<file path="src/design/i2cq_pkg.sv">
// shared types, codes and default sizes of the i2c write-then-read transaction queue
package i2cq_pkg;

    // default sizes
    localparam int DEF_QUEUE_DEPTH = 16;
    localparam int DEF_MAX_WRITE   = 10;
    localparam int DEF_MAX_READ    = 128;

    // command codes
    localparam logic [1:0] CMD_SUBMIT = 2'd0;
    localparam logic [1:0] CMD_STAGE  = 2'd1;
    localparam logic [1:0] CMD_EVENT  = 2'd2;

    // ack and interrupt enable control codes
    localparam logic [1:0] CTRL_KEEP  = 2'd0;
    localparam logic [1:0] CTRL_SET   = 2'd1;
    localparam logic [1:0] CTRL_CLEAR = 2'd2;

    // peripheral status flags of one event
    typedef struct packed {
        logic sb;
        logic addr;
        logic btf;
        logic txe;
        logic rxne;
    } status_t;

    // one result beat
    typedef struct packed {
        logic       dr_write_valid;
        logic [7:0] dr_value;
        logic       request_start;
        logic       request_stop;
        logic [1:0] ack_control;
        logic [1:0] buffer_irq_control;
        logic [1:0] event_irq_control;
        logic       read_valid;
        logic [7:0] read_byte;
        logic       read_last;
        logic       busy_res;
        logic       queue_full;
    } result_t;

    // state updates asked for by the event decision
    typedef struct packed {
        logic write_inc;
        logic read_inc;
        logic finish;
    } ev_step_t;

endpackage

</file>
<file path="src/design/i2cq_ram.sv">
// generic simple dual-port ram with registered read
module i2cq_ram #(
    parameter int WIDTH = 8,
    parameter int DEPTH = 16
) (
    input  logic                     clk,
    input  logic                     wr_en,
    input  logic [$clog2(DEPTH)-1:0] wr_addr,
    input  logic [WIDTH-1:0]         wr_data,
    input  logic                     rd_en,
    input  logic [$clog2(DEPTH)-1:0] rd_addr,
    output logic [WIDTH-1:0]         rd_data
);

    logic [WIDTH-1:0] mem [DEPTH];

    always_ff @(posedge clk)
    begin
        if (wr_en)
        begin
            mem[wr_addr] <= wr_data;
        end
        if (rd_en)
        begin
            rd_data <= mem[rd_addr];
        end
    end

endmodule

</file>
<file path="src/design/i2cq_decide.sv">
// action decision for one status event of the running transaction
module i2cq_decide #(
    parameter int MAX_WRITE = i2cq_pkg::DEF_MAX_WRITE,
    parameter int MAX_READ  = i2cq_pkg::DEF_MAX_READ
) (
    input  i2cq_pkg::status_t                 status,
    input  logic [7:0]                        rx_byte,
    input  logic [7:0]                        tx_byte,
    input  logic [$clog2(MAX_WRITE+1)-1:0]    write_len,
    input  logic [$clog2(MAX_WRITE+1)-1:0]    write_index,
    input  logic [$clog2(MAX_READ+1)-1:0]     read_len,
    input  logic [$clog2(MAX_READ+1)-1:0]     read_index,
    input  logic [6:0]                        address,
    input  logic                              queue_nonempty,
    output i2cq_pkg::result_t                 res,
    output i2cq_pkg::ev_step_t                step
);

    import i2cq_pkg::*;

    localparam int WIW  = $clog2(MAX_WRITE + 1);
    localparam int WIW1 = WIW + 1;
    localparam int RLW  = $clog2(MAX_READ + 1);
    localparam int RLW1 = RLW + 1;

    logic [WIW1-1:0] wl_x;
    logic [WIW1-1:0] wi_x;
    logic [WIW1-1:0] wi1;
    logic [WIW1-1:0] wi2;
    logic [RLW1-1:0] rl_x;
    logic [RLW1-1:0] ri_x;
    logic [RLW1-1:0] ri1;
    logic [RLW1-1:0] ri2;

    assign wl_x = WIW1'(write_len);
    assign wi_x = WIW1'(write_index);
    assign wi1  = wi_x + WIW1'(1);
    assign wi2  = wi_x + WIW1'(2);
    assign rl_x = RLW1'(read_len);
    assign ri_x = RLW1'(read_index);
    assign ri1  = ri_x + RLW1'(1);
    assign ri2  = ri_x + RLW1'(2);

    always_comb
    begin
        res  = '0;
        step = '0;
        if (wi_x < wl_x)
        begin
            // write phase
            if (status.sb)
            begin
                res.dr_write_valid = 1'b1;
                res.dr_value       = {address, 1'b0};
            end
            else if (status.addr)
            begin
                if (wl_x > WIW1'(1))
                begin
                    res.buffer_irq_control = CTRL_SET;
                end
                res.dr_write_valid = 1'b1;
                res.dr_value       = tx_byte;
            end
            else if (status.btf && wi1 == wl_x)
            begin
                step.write_inc = 1'b1;
                if (rl_x == '0)
                begin
                    res.request_stop = 1'b1;
                    step.finish      = 1'b1;
                end
                else
                begin
                    res.request_start = 1'b1;
                end
            end
            else if (status.txe && wi1 < wl_x)
            begin
                step.write_inc = 1'b1;
                if (wi2 == wl_x)
                begin
                    res.buffer_irq_control = CTRL_CLEAR;
                end
                res.dr_write_valid = 1'b1;
                res.dr_value       = tx_byte;
            end
        end
        else if (ri_x < rl_x)
        begin
            // read phase
            if (status.sb)
            begin
                res.dr_write_valid = 1'b1;
                res.dr_value       = {address, 1'b1};
                res.ack_control    = (ri1 == rl_x) ? CTRL_CLEAR : CTRL_SET;
            end
            else if (status.addr)
            begin
                res.buffer_irq_control = CTRL_SET;
                if (rl_x == RLW1'(1))
                begin
                    res.request_stop = 1'b1;
                end
            end
            else if (status.rxne)
            begin
                res.read_valid = 1'b1;
                res.read_byte  = rx_byte;
                step.read_inc  = 1'b1;
                if (ri1 == rl_x)
                begin
                    res.buffer_irq_control = CTRL_CLEAR;
                    res.read_last          = 1'b1;
                    step.finish            = 1'b1;
                end
                else if (ri2 == rl_x)
                begin
                    res.ack_control  = CTRL_CLEAR;
                    res.request_stop = 1'b1;
                end
            end
        end

        // chain the next queued transaction or go idle
        if (step.finish)
        begin
            if (queue_nonempty)
            begin
                res.request_start = 1'b1;
            end
            else
            begin
                res.event_irq_control = CTRL_CLEAR;
            end
        end
    end

endmodule

</file>
<file path="src/design/i2c_write_read_transaction_queue_unit.sv">
// top level of the i2c write-then-read transaction queue
// submit, stage, no-op and dropped-submit beats give their result in the cycle after acceptance
// a status event of a running transaction reads the byte ram, then is decided in ST_EVENT
// a stored submit stalls input while the whole staging buffer is copied to the ring
// input also stalls while an event is decided and while the output beat is stalled
// reset: control state clears at once, idle and empty; header and byte rams are not cleared
module i2c_write_read_transaction_queue_unit #(
    parameter int QUEUE_DEPTH = i2cq_pkg::DEF_QUEUE_DEPTH,
    parameter int MAX_WRITE   = i2cq_pkg::DEF_MAX_WRITE,
    parameter int MAX_READ    = i2cq_pkg::DEF_MAX_READ
) (
    input  logic       clk,
    input  logic       rst_n,
    // input channel
    input  logic       in_valid,
    output logic       in_stall,
    input  logic [1:0] command,
    input  logic [3:0] write_len,
    input  logic [7:0] read_len,
    input  logic [6:0] target_address,
    input  logic [7:0] data_byte,
    input  logic       flag_start_sent,
    input  logic       flag_address_sent,
    input  logic       flag_transfer_done,
    input  logic       flag_tx_empty,
    input  logic       flag_rx_full,
    // output channel
    output logic       out_valid,
    input  logic       out_stall,
    output logic       dr_write_valid,
    output logic [7:0] dr_value,
    output logic       request_start,
    output logic       request_stop,
    output logic [1:0] ack_control,
    output logic [1:0] buffer_irq_control,
    output logic [1:0] event_irq_control,
    output logic       read_valid,
    output logic [7:0] read_byte,
    output logic       read_last,
    output logic       busy_res,
    output logic       queue_full
);

    import i2cq_pkg::*;

    // derived widths
    localparam int QW   = $clog2(QUEUE_DEPTH);            // ring slot index and wait count
    localparam int QW1  = QW + 1;
    localparam int WIW  = $clog2(MAX_WRITE + 1);          // write length and index
    localparam int WIW1 = WIW + 1;
    localparam int SIW  = (MAX_WRITE > 1) ? $clog2(MAX_WRITE) : 1;  // staging position
    localparam int RLW  = $clog2(MAX_READ + 1);           // read length and index
    localparam int HW   = WIW + RLW + 7;                  // header: wlen, rlen, address
    localparam int BDEP = QUEUE_DEPTH * MAX_WRITE;        // byte ram depth
    localparam int BAW  = $clog2(BDEP);

    typedef enum logic [2:0] {
        ST_IDLE  = 3'b001,
        ST_COPY  = 3'b010,
        ST_EVENT = 3'b100
    } state_t;

    // start of a slot's write bytes in the byte ram
    function automatic logic [BAW-1:0] slot_base(input logic [QW-1:0] s);
        return BAW'(s) * BAW'(MAX_WRITE);
    endfunction

    // control state
    state_t           state_reg,      state_next;
    logic             busy_reg,       busy_next;
    logic [QW-1:0]    qcount_reg,     qcount_next;
    logic [QW-1:0]    head_reg,       head_next;
    logic [WIW-1:0]   stage_cnt_reg,  stage_cnt_next;
    logic [WIW-1:0]   wi_reg,         wi_next;
    logic [RLW-1:0]   ri_reg,         ri_next;
    logic [SIW-1:0]   copy_idx_reg,   copy_idx_next;
    logic             out_valid_reg,  out_valid_next;

    // running transaction and staging payload
    logic [BAW-1:0]   cur_base_reg,   cur_base_next;
    logic [WIW-1:0]   cur_wlen_reg,   cur_wlen_next;
    logic [RLW-1:0]   cur_rlen_reg,   cur_rlen_next;
    logic [6:0]       cur_addr_reg,   cur_addr_next;
    logic [BAW-1:0]   copy_base_reg,  copy_base_next;
    status_t          ev_status_reg,  ev_status_next;
    logic [7:0]       ev_data_reg,    ev_data_next;
    result_t          out_res_reg,    out_res_next;
    logic [7:0]       staging_mem [MAX_WRITE];

    // combinational helpers
    logic             accept;
    logic             stage_we;
    logic [WIW-1:0]   wl_sat;
    logic [RLW-1:0]   rl_sat;
    logic [QW1-1:0]   slot_sum;
    logic [QW-1:0]    tail_slot;
    logic [QW-1:0]    head_inc;
    logic             q_full;
    logic             sub_empty;
    logic [WIW1-1:0]  wi1;
    logic [SIW-1:0]   byte_idx;
    status_t          status_in;

    // ram ports
    logic             hdr_we;
    logic [HW-1:0]    hdr_wdata;
    logic             hdr_re;
    logic [HW-1:0]    hdr_rdata;
    logic             byte_we;
    logic [BAW-1:0]   byte_waddr;
    logic             byte_re;
    logic [BAW-1:0]   byte_raddr;
    logic [7:0]       byte_rdata;

    // event decision
    result_t          dec_res;
    ev_step_t         dec_step;

    // handshake: one item at a time, output register frees itself while taken
    assign accept    = in_valid && !in_stall;
    assign in_stall  = (state_reg != ST_IDLE) || (out_valid_reg && out_stall);
    assign out_valid = out_valid_reg;

    // submit length saturation and empty check
    assign wl_sat    = (32'(write_len) > MAX_WRITE) ? WIW'(MAX_WRITE) : WIW'(write_len);
    assign rl_sat    = (32'(read_len) > MAX_READ) ? RLW'(MAX_READ) : RLW'(read_len);
    assign sub_empty = (wl_sat == '0) && (rl_sat == '0);

    // ring arithmetic; one slot always belongs to the running transaction
    assign slot_sum  = QW1'(head_reg) + QW1'(qcount_reg);
    assign tail_slot = (slot_sum >= QW1'(QUEUE_DEPTH)) ? QW'(slot_sum - QW1'(QUEUE_DEPTH))
                                                      : QW'(slot_sum);
    assign head_inc  = (head_reg == QW'(QUEUE_DEPTH - 1)) ? '0 : head_reg + QW'(1);
    assign q_full    = busy_reg && (qcount_reg == QW'(QUEUE_DEPTH - 1));

    assign status_in = '{sb:   flag_start_sent,
                         addr: flag_address_sent,
                         btf:  flag_transfer_done,
                         txe:  flag_tx_empty,
                         rxne: flag_rx_full};

    // header ram: written on every stored submit, read at the ring head on every event
    // so a chained transaction can load its header while the event is decided
    assign hdr_we    = accept && (command == CMD_SUBMIT) && !sub_empty && !q_full;
    assign hdr_wdata = {wl_sat, rl_sat, target_address};
    assign hdr_re    = accept && (command == CMD_EVENT);

    // byte fetch: address phase sends byte 0, tx empty sends the next one
    assign wi1      = WIW1'(wi_reg) + WIW1'(1);
    assign byte_idx = (flag_address_sent || (wi1 >= WIW1'(MAX_WRITE))) ? '0 : SIW'(wi1);
    assign byte_re    = hdr_re;
    assign byte_raddr = cur_base_reg + BAW'(byte_idx);

    // staging copy into the ring slot, one byte per cycle
    assign byte_we    = (state_reg == ST_COPY);
    assign byte_waddr = copy_base_reg + BAW'(copy_idx_reg);

    i2cq_ram #(
        .WIDTH (HW),
        .DEPTH (QUEUE_DEPTH)
    ) u_hdr_ram (
        .clk     (clk),
        .wr_en   (hdr_we),
        .wr_addr (tail_slot),
        .wr_data (hdr_wdata),
        .rd_en   (hdr_re),
        .rd_addr (head_reg),
        .rd_data (hdr_rdata)
    );

    i2cq_ram #(
        .WIDTH (8),
        .DEPTH (BDEP)
    ) u_byte_ram (
        .clk     (clk),
        .wr_en   (byte_we),
        .wr_addr (byte_waddr),
        .wr_data (staging_mem[copy_idx_reg]),
        .rd_en   (byte_re),
        .rd_addr (byte_raddr),
        .rd_data (byte_rdata)
    );

    i2cq_decide #(
        .MAX_WRITE (MAX_WRITE),
        .MAX_READ  (MAX_READ)
    ) u_decide (
        .status         (ev_status_reg),
        .rx_byte        (ev_data_reg),
        .tx_byte        (byte_rdata),
        .write_len      (cur_wlen_reg),
        .write_index    (wi_reg),
        .read_len       (cur_rlen_reg),
        .read_index     (ri_reg),
        .address        (cur_addr_reg),
        .queue_nonempty (qcount_reg != '0),
        .res            (dec_res),
        .step           (dec_step)
    );

    // next-state logic
    always_comb
    begin
        state_next     = state_reg;
        busy_next      = busy_reg;
        qcount_next    = qcount_reg;
        head_next      = head_reg;
        stage_cnt_next = stage_cnt_reg;
        wi_next        = wi_reg;
        ri_next        = ri_reg;
        copy_idx_next  = copy_idx_reg;
        cur_base_next  = cur_base_reg;
        cur_wlen_next  = cur_wlen_reg;
        cur_rlen_next  = cur_rlen_reg;
        cur_addr_next  = cur_addr_reg;
        copy_base_next = copy_base_reg;
        ev_status_next = ev_status_reg;
        ev_data_next   = ev_data_reg;
        out_res_next   = out_res_reg;
        stage_we       = 1'b0;

        // output beat taken
        out_valid_next = out_valid_reg && out_stall;

        unique case (state_reg)
            ST_IDLE:
            begin
                if (accept)
                begin
                    out_res_next          = '0;
                    out_res_next.busy_res = busy_reg;
                    case (command)
                        CMD_SUBMIT:
                        begin
                            stage_cnt_next = '0;
                            out_valid_next = 1'b1;
                            if (sub_empty)
                            begin
                                // nothing to do
                            end
                            else if (q_full)
                            begin
                                out_res_next.queue_full = 1'b1;
                            end
                            else
                            begin
                                copy_idx_next  = '0;
                                copy_base_next = slot_base(tail_slot);
                                state_next     = ST_COPY;
                                if (busy_reg)
                                begin
                                    qcount_next = qcount_reg + QW'(1);
                                end
                                else
                                begin
                                    // start at once
                                    head_next     = head_inc;
                                    cur_base_next = slot_base(tail_slot);
                                    cur_wlen_next = wl_sat;
                                    cur_rlen_next = rl_sat;
                                    cur_addr_next = target_address;
                                    wi_next       = '0;
                                    ri_next       = '0;
                                    busy_next     = 1'b1;
                                    out_res_next.request_start     = 1'b1;
                                    out_res_next.event_irq_control = CTRL_SET;
                                    out_res_next.busy_res          = 1'b1;
                                end
                            end
                        end
                        CMD_STAGE:
                        begin
                            out_valid_next = 1'b1;
                            if (stage_cnt_reg < WIW'(MAX_WRITE))
                            begin
                                stage_we       = 1'b1;
                                stage_cnt_next = stage_cnt_reg + WIW'(1);
                            end
                        end
                        CMD_EVENT:
                        begin
                            if (busy_reg)
                            begin
                                ev_status_next = status_in;
                                ev_data_next   = data_byte;
                                state_next     = ST_EVENT;
                            end
                            else
                            begin
                                out_valid_next = 1'b1;
                            end
                        end
                        default:
                        begin
                            out_valid_next = 1'b1;
                        end
                    endcase
                end
            end
            ST_COPY:
            begin
                if (copy_idx_reg == SIW'(MAX_WRITE - 1))
                begin
                    state_next = ST_IDLE;
                end
                else
                begin
                    copy_idx_next = copy_idx_reg + SIW'(1);
                end
            end
            ST_EVENT:
            begin
                out_res_next   = dec_res;
                out_valid_next = 1'b1;
                state_next     = ST_IDLE;
                if (dec_step.write_inc)
                begin
                    wi_next = wi_reg + WIW'(1);
                end
                if (dec_step.read_inc)
                begin
                    ri_next = ri_reg + RLW'(1);
                end
                if (dec_step.finish)
                begin
                    if (qcount_reg != '0)
                    begin
                        // chain the transaction at the ring head
                        cur_base_next = slot_base(head_reg);
                        {cur_wlen_next, cur_rlen_next, cur_addr_next} = hdr_rdata;
                        head_next     = head_inc;
                        qcount_next   = qcount_reg - QW'(1);
                        wi_next       = '0;
                        ri_next       = '0;
                        busy_next     = 1'b1;
                    end
                    else
                    begin
                        busy_next = 1'b0;
                    end
                end
                out_res_next.busy_res = busy_next;
            end
            default:
            begin
                state_next = ST_IDLE;
            end
        endcase
    end

    // control registers
    always_ff @(posedge clk or negedge rst_n)
    begin
        if (!rst_n)
        begin
            state_reg     <= ST_IDLE;
            busy_reg      <= 1'b0;
            qcount_reg    <= '0;
            head_reg      <= '0;
            stage_cnt_reg <= '0;
            wi_reg        <= '0;
            ri_reg        <= '0;
            copy_idx_reg  <= '0;
            out_valid_reg <= 1'b0;
            cur_base_reg  <= '0;
            cur_wlen_reg  <= '0;
            cur_rlen_reg  <= '0;
            cur_addr_reg  <= '0;
        end
        else
        begin
            state_reg     <= state_next;
            busy_reg      <= busy_next;
            qcount_reg    <= qcount_next;
            head_reg      <= head_next;
            stage_cnt_reg <= stage_cnt_next;
            wi_reg        <= wi_next;
            ri_reg        <= ri_next;
            copy_idx_reg  <= copy_idx_next;
            out_valid_reg <= out_valid_next;
            cur_base_reg  <= cur_base_next;
            cur_wlen_reg  <= cur_wlen_next;
            cur_rlen_reg  <= cur_rlen_next;
            cur_addr_reg  <= cur_addr_next;
        end
    end

    // payload registers, no reset
    always_ff @(posedge clk)
    begin
        copy_base_reg <= copy_base_next;
        ev_status_reg <= ev_status_next;
        ev_data_reg   <= ev_data_next;
        out_res_reg   <= out_res_next;
        if (stage_we)
        begin
            staging_mem[stage_cnt_reg[SIW-1:0]] <= data_byte;
        end
    end

    // output fields
    assign dr_write_valid     = out_res_reg.dr_write_valid;
    assign dr_value           = out_res_reg.dr_value;
    assign request_start      = out_res_reg.request_start;
    assign request_stop       = out_res_reg.request_stop;
    assign ack_control        = out_res_reg.ack_control;
    assign buffer_irq_control = out_res_reg.buffer_irq_control;
    assign event_irq_control  = out_res_reg.event_irq_control;
    assign read_valid         = out_res_reg.read_valid;
    assign read_byte          = out_res_reg.read_byte;
    assign read_last          = out_res_reg.read_last;
    assign busy_res           = out_res_reg.busy_res;
    assign queue_full         = out_res_reg.queue_full;

`ifndef SYNTHESIS
    // nothing waits in the ring while idle
    assert property (@(posedge clk) disable iff (!rst_n)
        !busy_reg |-> (qcount_reg == '0))
        else $error("transactions queued while idle");

    // at most QUEUE_DEPTH-1 transactions wait
    assert property (@(posedge clk) disable iff (!rst_n)
        qcount_reg <= QW'(QUEUE_DEPTH - 1))
        else $error("ring wait count overflow");

    // indexes never run past the running transaction's lengths
    assert property (@(posedge clk) disable iff (!rst_n)
        busy_reg |-> ((wi_reg <= cur_wlen_reg) && (ri_reg <= cur_rlen_reg)))
        else $error("transfer index past its length");

    // an event of a running transaction gives its beat once ST_EVENT has decided it
    assert property (@(posedge clk) disable iff (!rst_n)
        (accept && (command == CMD_EVENT) && busy_reg) |=> ##1 out_valid_reg)
        else $error("event beat missing");

    // a last mark only comes with a delivered byte
    assert property (@(posedge clk) disable iff (!rst_n)
        (out_valid_reg && out_res_reg.read_last) |-> out_res_reg.read_valid)
        else $error("read_last without read_valid");
`endif

endmodule
</file>
<file path="config.mk">
export PLATFORM = sky130hd
export DESIGN_NAME = i2c_write_read_transaction_queue_unit
export DESIGN_NICKNAME = d
export VERILOG_FILES = /design/src/design/i2cq_pkg.sv /design/src/design/i2cq_ram.sv /design/src/design/i2cq_decide.sv /design/src/design/i2c_write_read_transaction_queue_unit.sv
export SDC_FILE = /design/constraint.sdc
export NUM_CORES = 2
export LEC_CHECK = 0
export BUFFER_PORTS_ARGS = -buffer_cell sky130_fd_sc_hd__buf_2
export CORE_UTILIZATION = 40
export CTS_CLUSTER_SIZE = 10
export DETAILED_ROUTE_END_ITERATION = 16
export GPL_ROUTABILITY_DRIVEN = 0
export HOLD_SLACK_MARGIN = 0.06
export PLACE_DENSITY_LB_ADDON = 0.05
export SKIP_CTS_REPAIR_TIMING = 1
export SYNTH_ARGS = -nofsm -noshare
export SYNTH_HDL_FRONTEND = slang
export SYNTH_SLANG_ARGS = --single-unit
</file>
<file path="constraint.sdc">
create_clock -name clk -period 16.1 [get_ports clk]
set_clock_uncertainty 0.2 [all_clocks]
set_input_delay 2.415 -clock clk [delete_from_list [all_inputs] [get_ports clk]]
set_output_delay 2.415 -clock clk [all_outputs]
set_load 0.05 [all_outputs]
</file>
==> metrics.md <==
| Metric | Value |
|---|---|
| CP Data Arrival Time | around 7.6 ns |
| Final HPWL DP | around 130 mm |
| Maxcap violations | 0 |
| GRT overflow | 0 |
| Area used by multi-input combinational logic | around 18000 µm² |
| Worst-Margin Slew | around 1.3 ns |
| Final min period | roughly 7 ns |
| Highest clock rate | approximately 140 MHz |
| FF-to-FF Start | wi_reg[1] |
| Peak VDD IR | approximately 0.22 mV |
| TritonCTS Buffers | slightly above 200 |
| Antenna-violating nets left | 0 |
| Worst min-delay path startpoint | cur_addr_reg[3] |
| Vias/cell | around 5.7 |
| R2R Setup Slk | between 9 and 10 ns |
| RSZ-0062 raised after global routing | no |
| Die height | 427 µm |
| Total track usage | 0.241 |
| Die ar. | 183000 µm² |
| Hold Path Cell Cnt | 2 |
| Share of layout cells above drive strength 1 | 0.103 |
| Worst Hold Class | register to register |
| Root buf cell | clkbuf_16 |
| Area grow syn2layout | 12.5% |
| Maximum buffer depth of the clock tree | 3 |
| Clk slew on worst S/H paths | about 0.050 ns |
| Initial antenna violation count | 11 |
| Final setup TNS | 0 ns |
| Largest fanout on the critical path | 150 |
| WL final | about 220 mm |
| Final setup fails | 0 |
| Rows | around 160 |
| Syn_nets | around 5100 |
| R2r endpoint | u_byte_ram.rd_data[2] |
| Post-layout net count | approximately 5200 |
| DP Area | 75700 µm² |
| Vias in the first global route | between 40000 and 50000 |
| Synth async-reset ratio | 0.0328 |
| Max-slew violation total from the final report | 0 |
| Clk_lat worst skew | around 0.84 ns |
| FF+latch count, synth | 1799 |
| Worst Hold Margin | between 0.2 and 0.3 ns |
| Remaining DRCs | 0 |
| Input/output buffers | just under 70 |
| Critical Path RT | 16.55 ns |
| Global-route wire length before repair | 316 mm |
| Hold violation count in the final report | 0 |
| Main synth FF type | edfxtp_1 |
| Final Util | 0.455 |
| Ys Warns | 0 |
| CTS tree | yes |
| Critical path capture point type | register |
| Status | finished clean |
| Core area | around 180000 µm² |
| Fin area | around 80000 µm² |
| DR vias | ~43000 |
| Period utilization | 0.445 |
| Hold endpoint | cur_addr_reg[3] |
| Die W | 427 µm |
| DR pass1 iterations | 6 |
| Number of synthesized flops with an enable pin | 1740 |
| Critical path type | input port to register |
| Reg with most FFs | u_byte_ram.mem |
| Final Non-Filler Cells | 7604 |
| Cells after Synth | between 5000 and 6000 |
| Storage element area | ~54000 µm² |
| Starting Density | 0.404 |
| Initial DRC Count | 4171 |
| LEAKAGE | ~27 nW |
| H-tree depth | 4 |
| Worst setup SP type | input port |
| Sequential area share after synthesis | 0.743 |
| Final-layout fill cell count | roughly 16000 |
| Worst r2r path cells | 13 |
| Largest register FFs | 1280 |
| Syn avg cell area | 14.3 µm² |
| WL per Instance | around 29 µm |
| Power Dens Cells | around 180 nW/µm² |
| Clock sink count | approximately 1800 |
| Slew headroom | 0.150 |
| Largest net degree at the start of global routing | 161 |
| Placed Cells | around 7300 |
| Cell area after synthesis | 72400 µm² |
| Yosys cell types | 67 |
| Ports | 69 |
-- critical path, cell delays in order --
cell	delay, ns
buf_2	0.17
or2_2	0.38
a21oi_4	0.16
buf_12	0.58
buf_4	0.72
buf_4	0.75
nand2_1	0.12
a32oi_1	0.28
a31oi_1	0.27
nor4_1	0.65
nand4_1	0.52
nor4_1	0.41
-- per-stage QoR --
| step | worst slack, ns | power (W) |
|---|---|---|
| floorplan | 9.08 | 0.00899 |
| global placement | 8.19 | 0.0110 |
| detailed placement | 8.21 | 0.0110 |
| CTS | 9.12 | 0.0152 |
| global route | 8.85 | 0.0156 |
| finish | 8.93 | 0.0150 |
-- cells in the mapped netlist, drive strengths merged, types with 64 or more instances --
| cell type | count | area share |
|---|---|---|
| buf | 109 | 0.0068 |
| edfxtp | 1740 | 0.72 |
| nor4 | 76 | 0.0066 |
| nand3 | 236 | 0.016 |
| mux4 | 64 | 0.020 |
| nand4 | 76 | 0.0066 |
| a21oi | 240 | 0.017 |
| clkbuf | 179 | 0.0093 |
| a32oi | 81 | 0.0098 |
| o21ai | 97 | 0.0067 |
| nor2 | 256 | 0.013 |
| mux2i | 246 | 0.034 |
| nand2 | 1063 | 0.055 |
-- worst max path at each step --
stage | slack, ns | from | to
after floorplan | 9.08 | copy_idx_reg[0] | u_byte_ram.mem[0][0]
after global placement | 8.19 | flag_address_sent | u_byte_ram.rd_data[2]
after detailed placement | 8.21 | flag_address_sent | u_byte_ram.rd_data[2]
after CTS | 9.12 | flag_address_sent | u_byte_ram.rd_data[2]
after global routing | 8.85 | flag_address_sent | u_byte_ram.rd_data[2]
final | 8.93 | flag_address_sent | u_byte_ram.rd_data[2]
-- kinds of logic after synthesis --
group,count (synthesis),share of synthesized area
adder cells (fa/ha/maj),53,0.00979
AND/OR/NAND/NOR,1849,0.110
AO/OA/AOI/OAI,645,0.0566
XOR/XNOR,47,0.00590
flip-flops,1799,0.743
multiplexers,327,0.0566
buffers and inverters,332,0.0184
-- layout make-up --
cell class / instances / share of cell area
flip-flops and latches: 1799 / 0.660
clock buffers: 283 / 0.0669
inverters: 44 / 0.00203
clock inverters: 21 / 0.00294
repair buffers: 180 / 0.0158
multi-input cells: 2921 / 0.216
well taps: 2355 / 0.0362
diodes: 1 / 0.0000307
-- cells in the final DEF, fill, tap and decap left out, types with 81 or more instances in the layout --
master / count
o21ai_0: 97
nor2_1: 240
mux2i_1: 246
nand3_1: 236
nand2_1: 1055
a21oi_1: 231
clkbuf_16: 205
a32oi_1: 81
buf_4: 105
edfxtp_1: 1740
-- power by group --
part           internal, W  switching (W)  total [W]
combinational      0.00114        0.00355    0.00468
clock              0.00234        0.00183    0.00416
sequential         0.00604       0.000148    0.00618
-- per-layer routing --
layer	track usage	wire (µm)
met1	0.341	97600
met2	0.386	104000
met3	0.0364	13000
met4	0.0680	5370
met5	0	34
No activity file was read; power rests on OpenSTA's default activity.
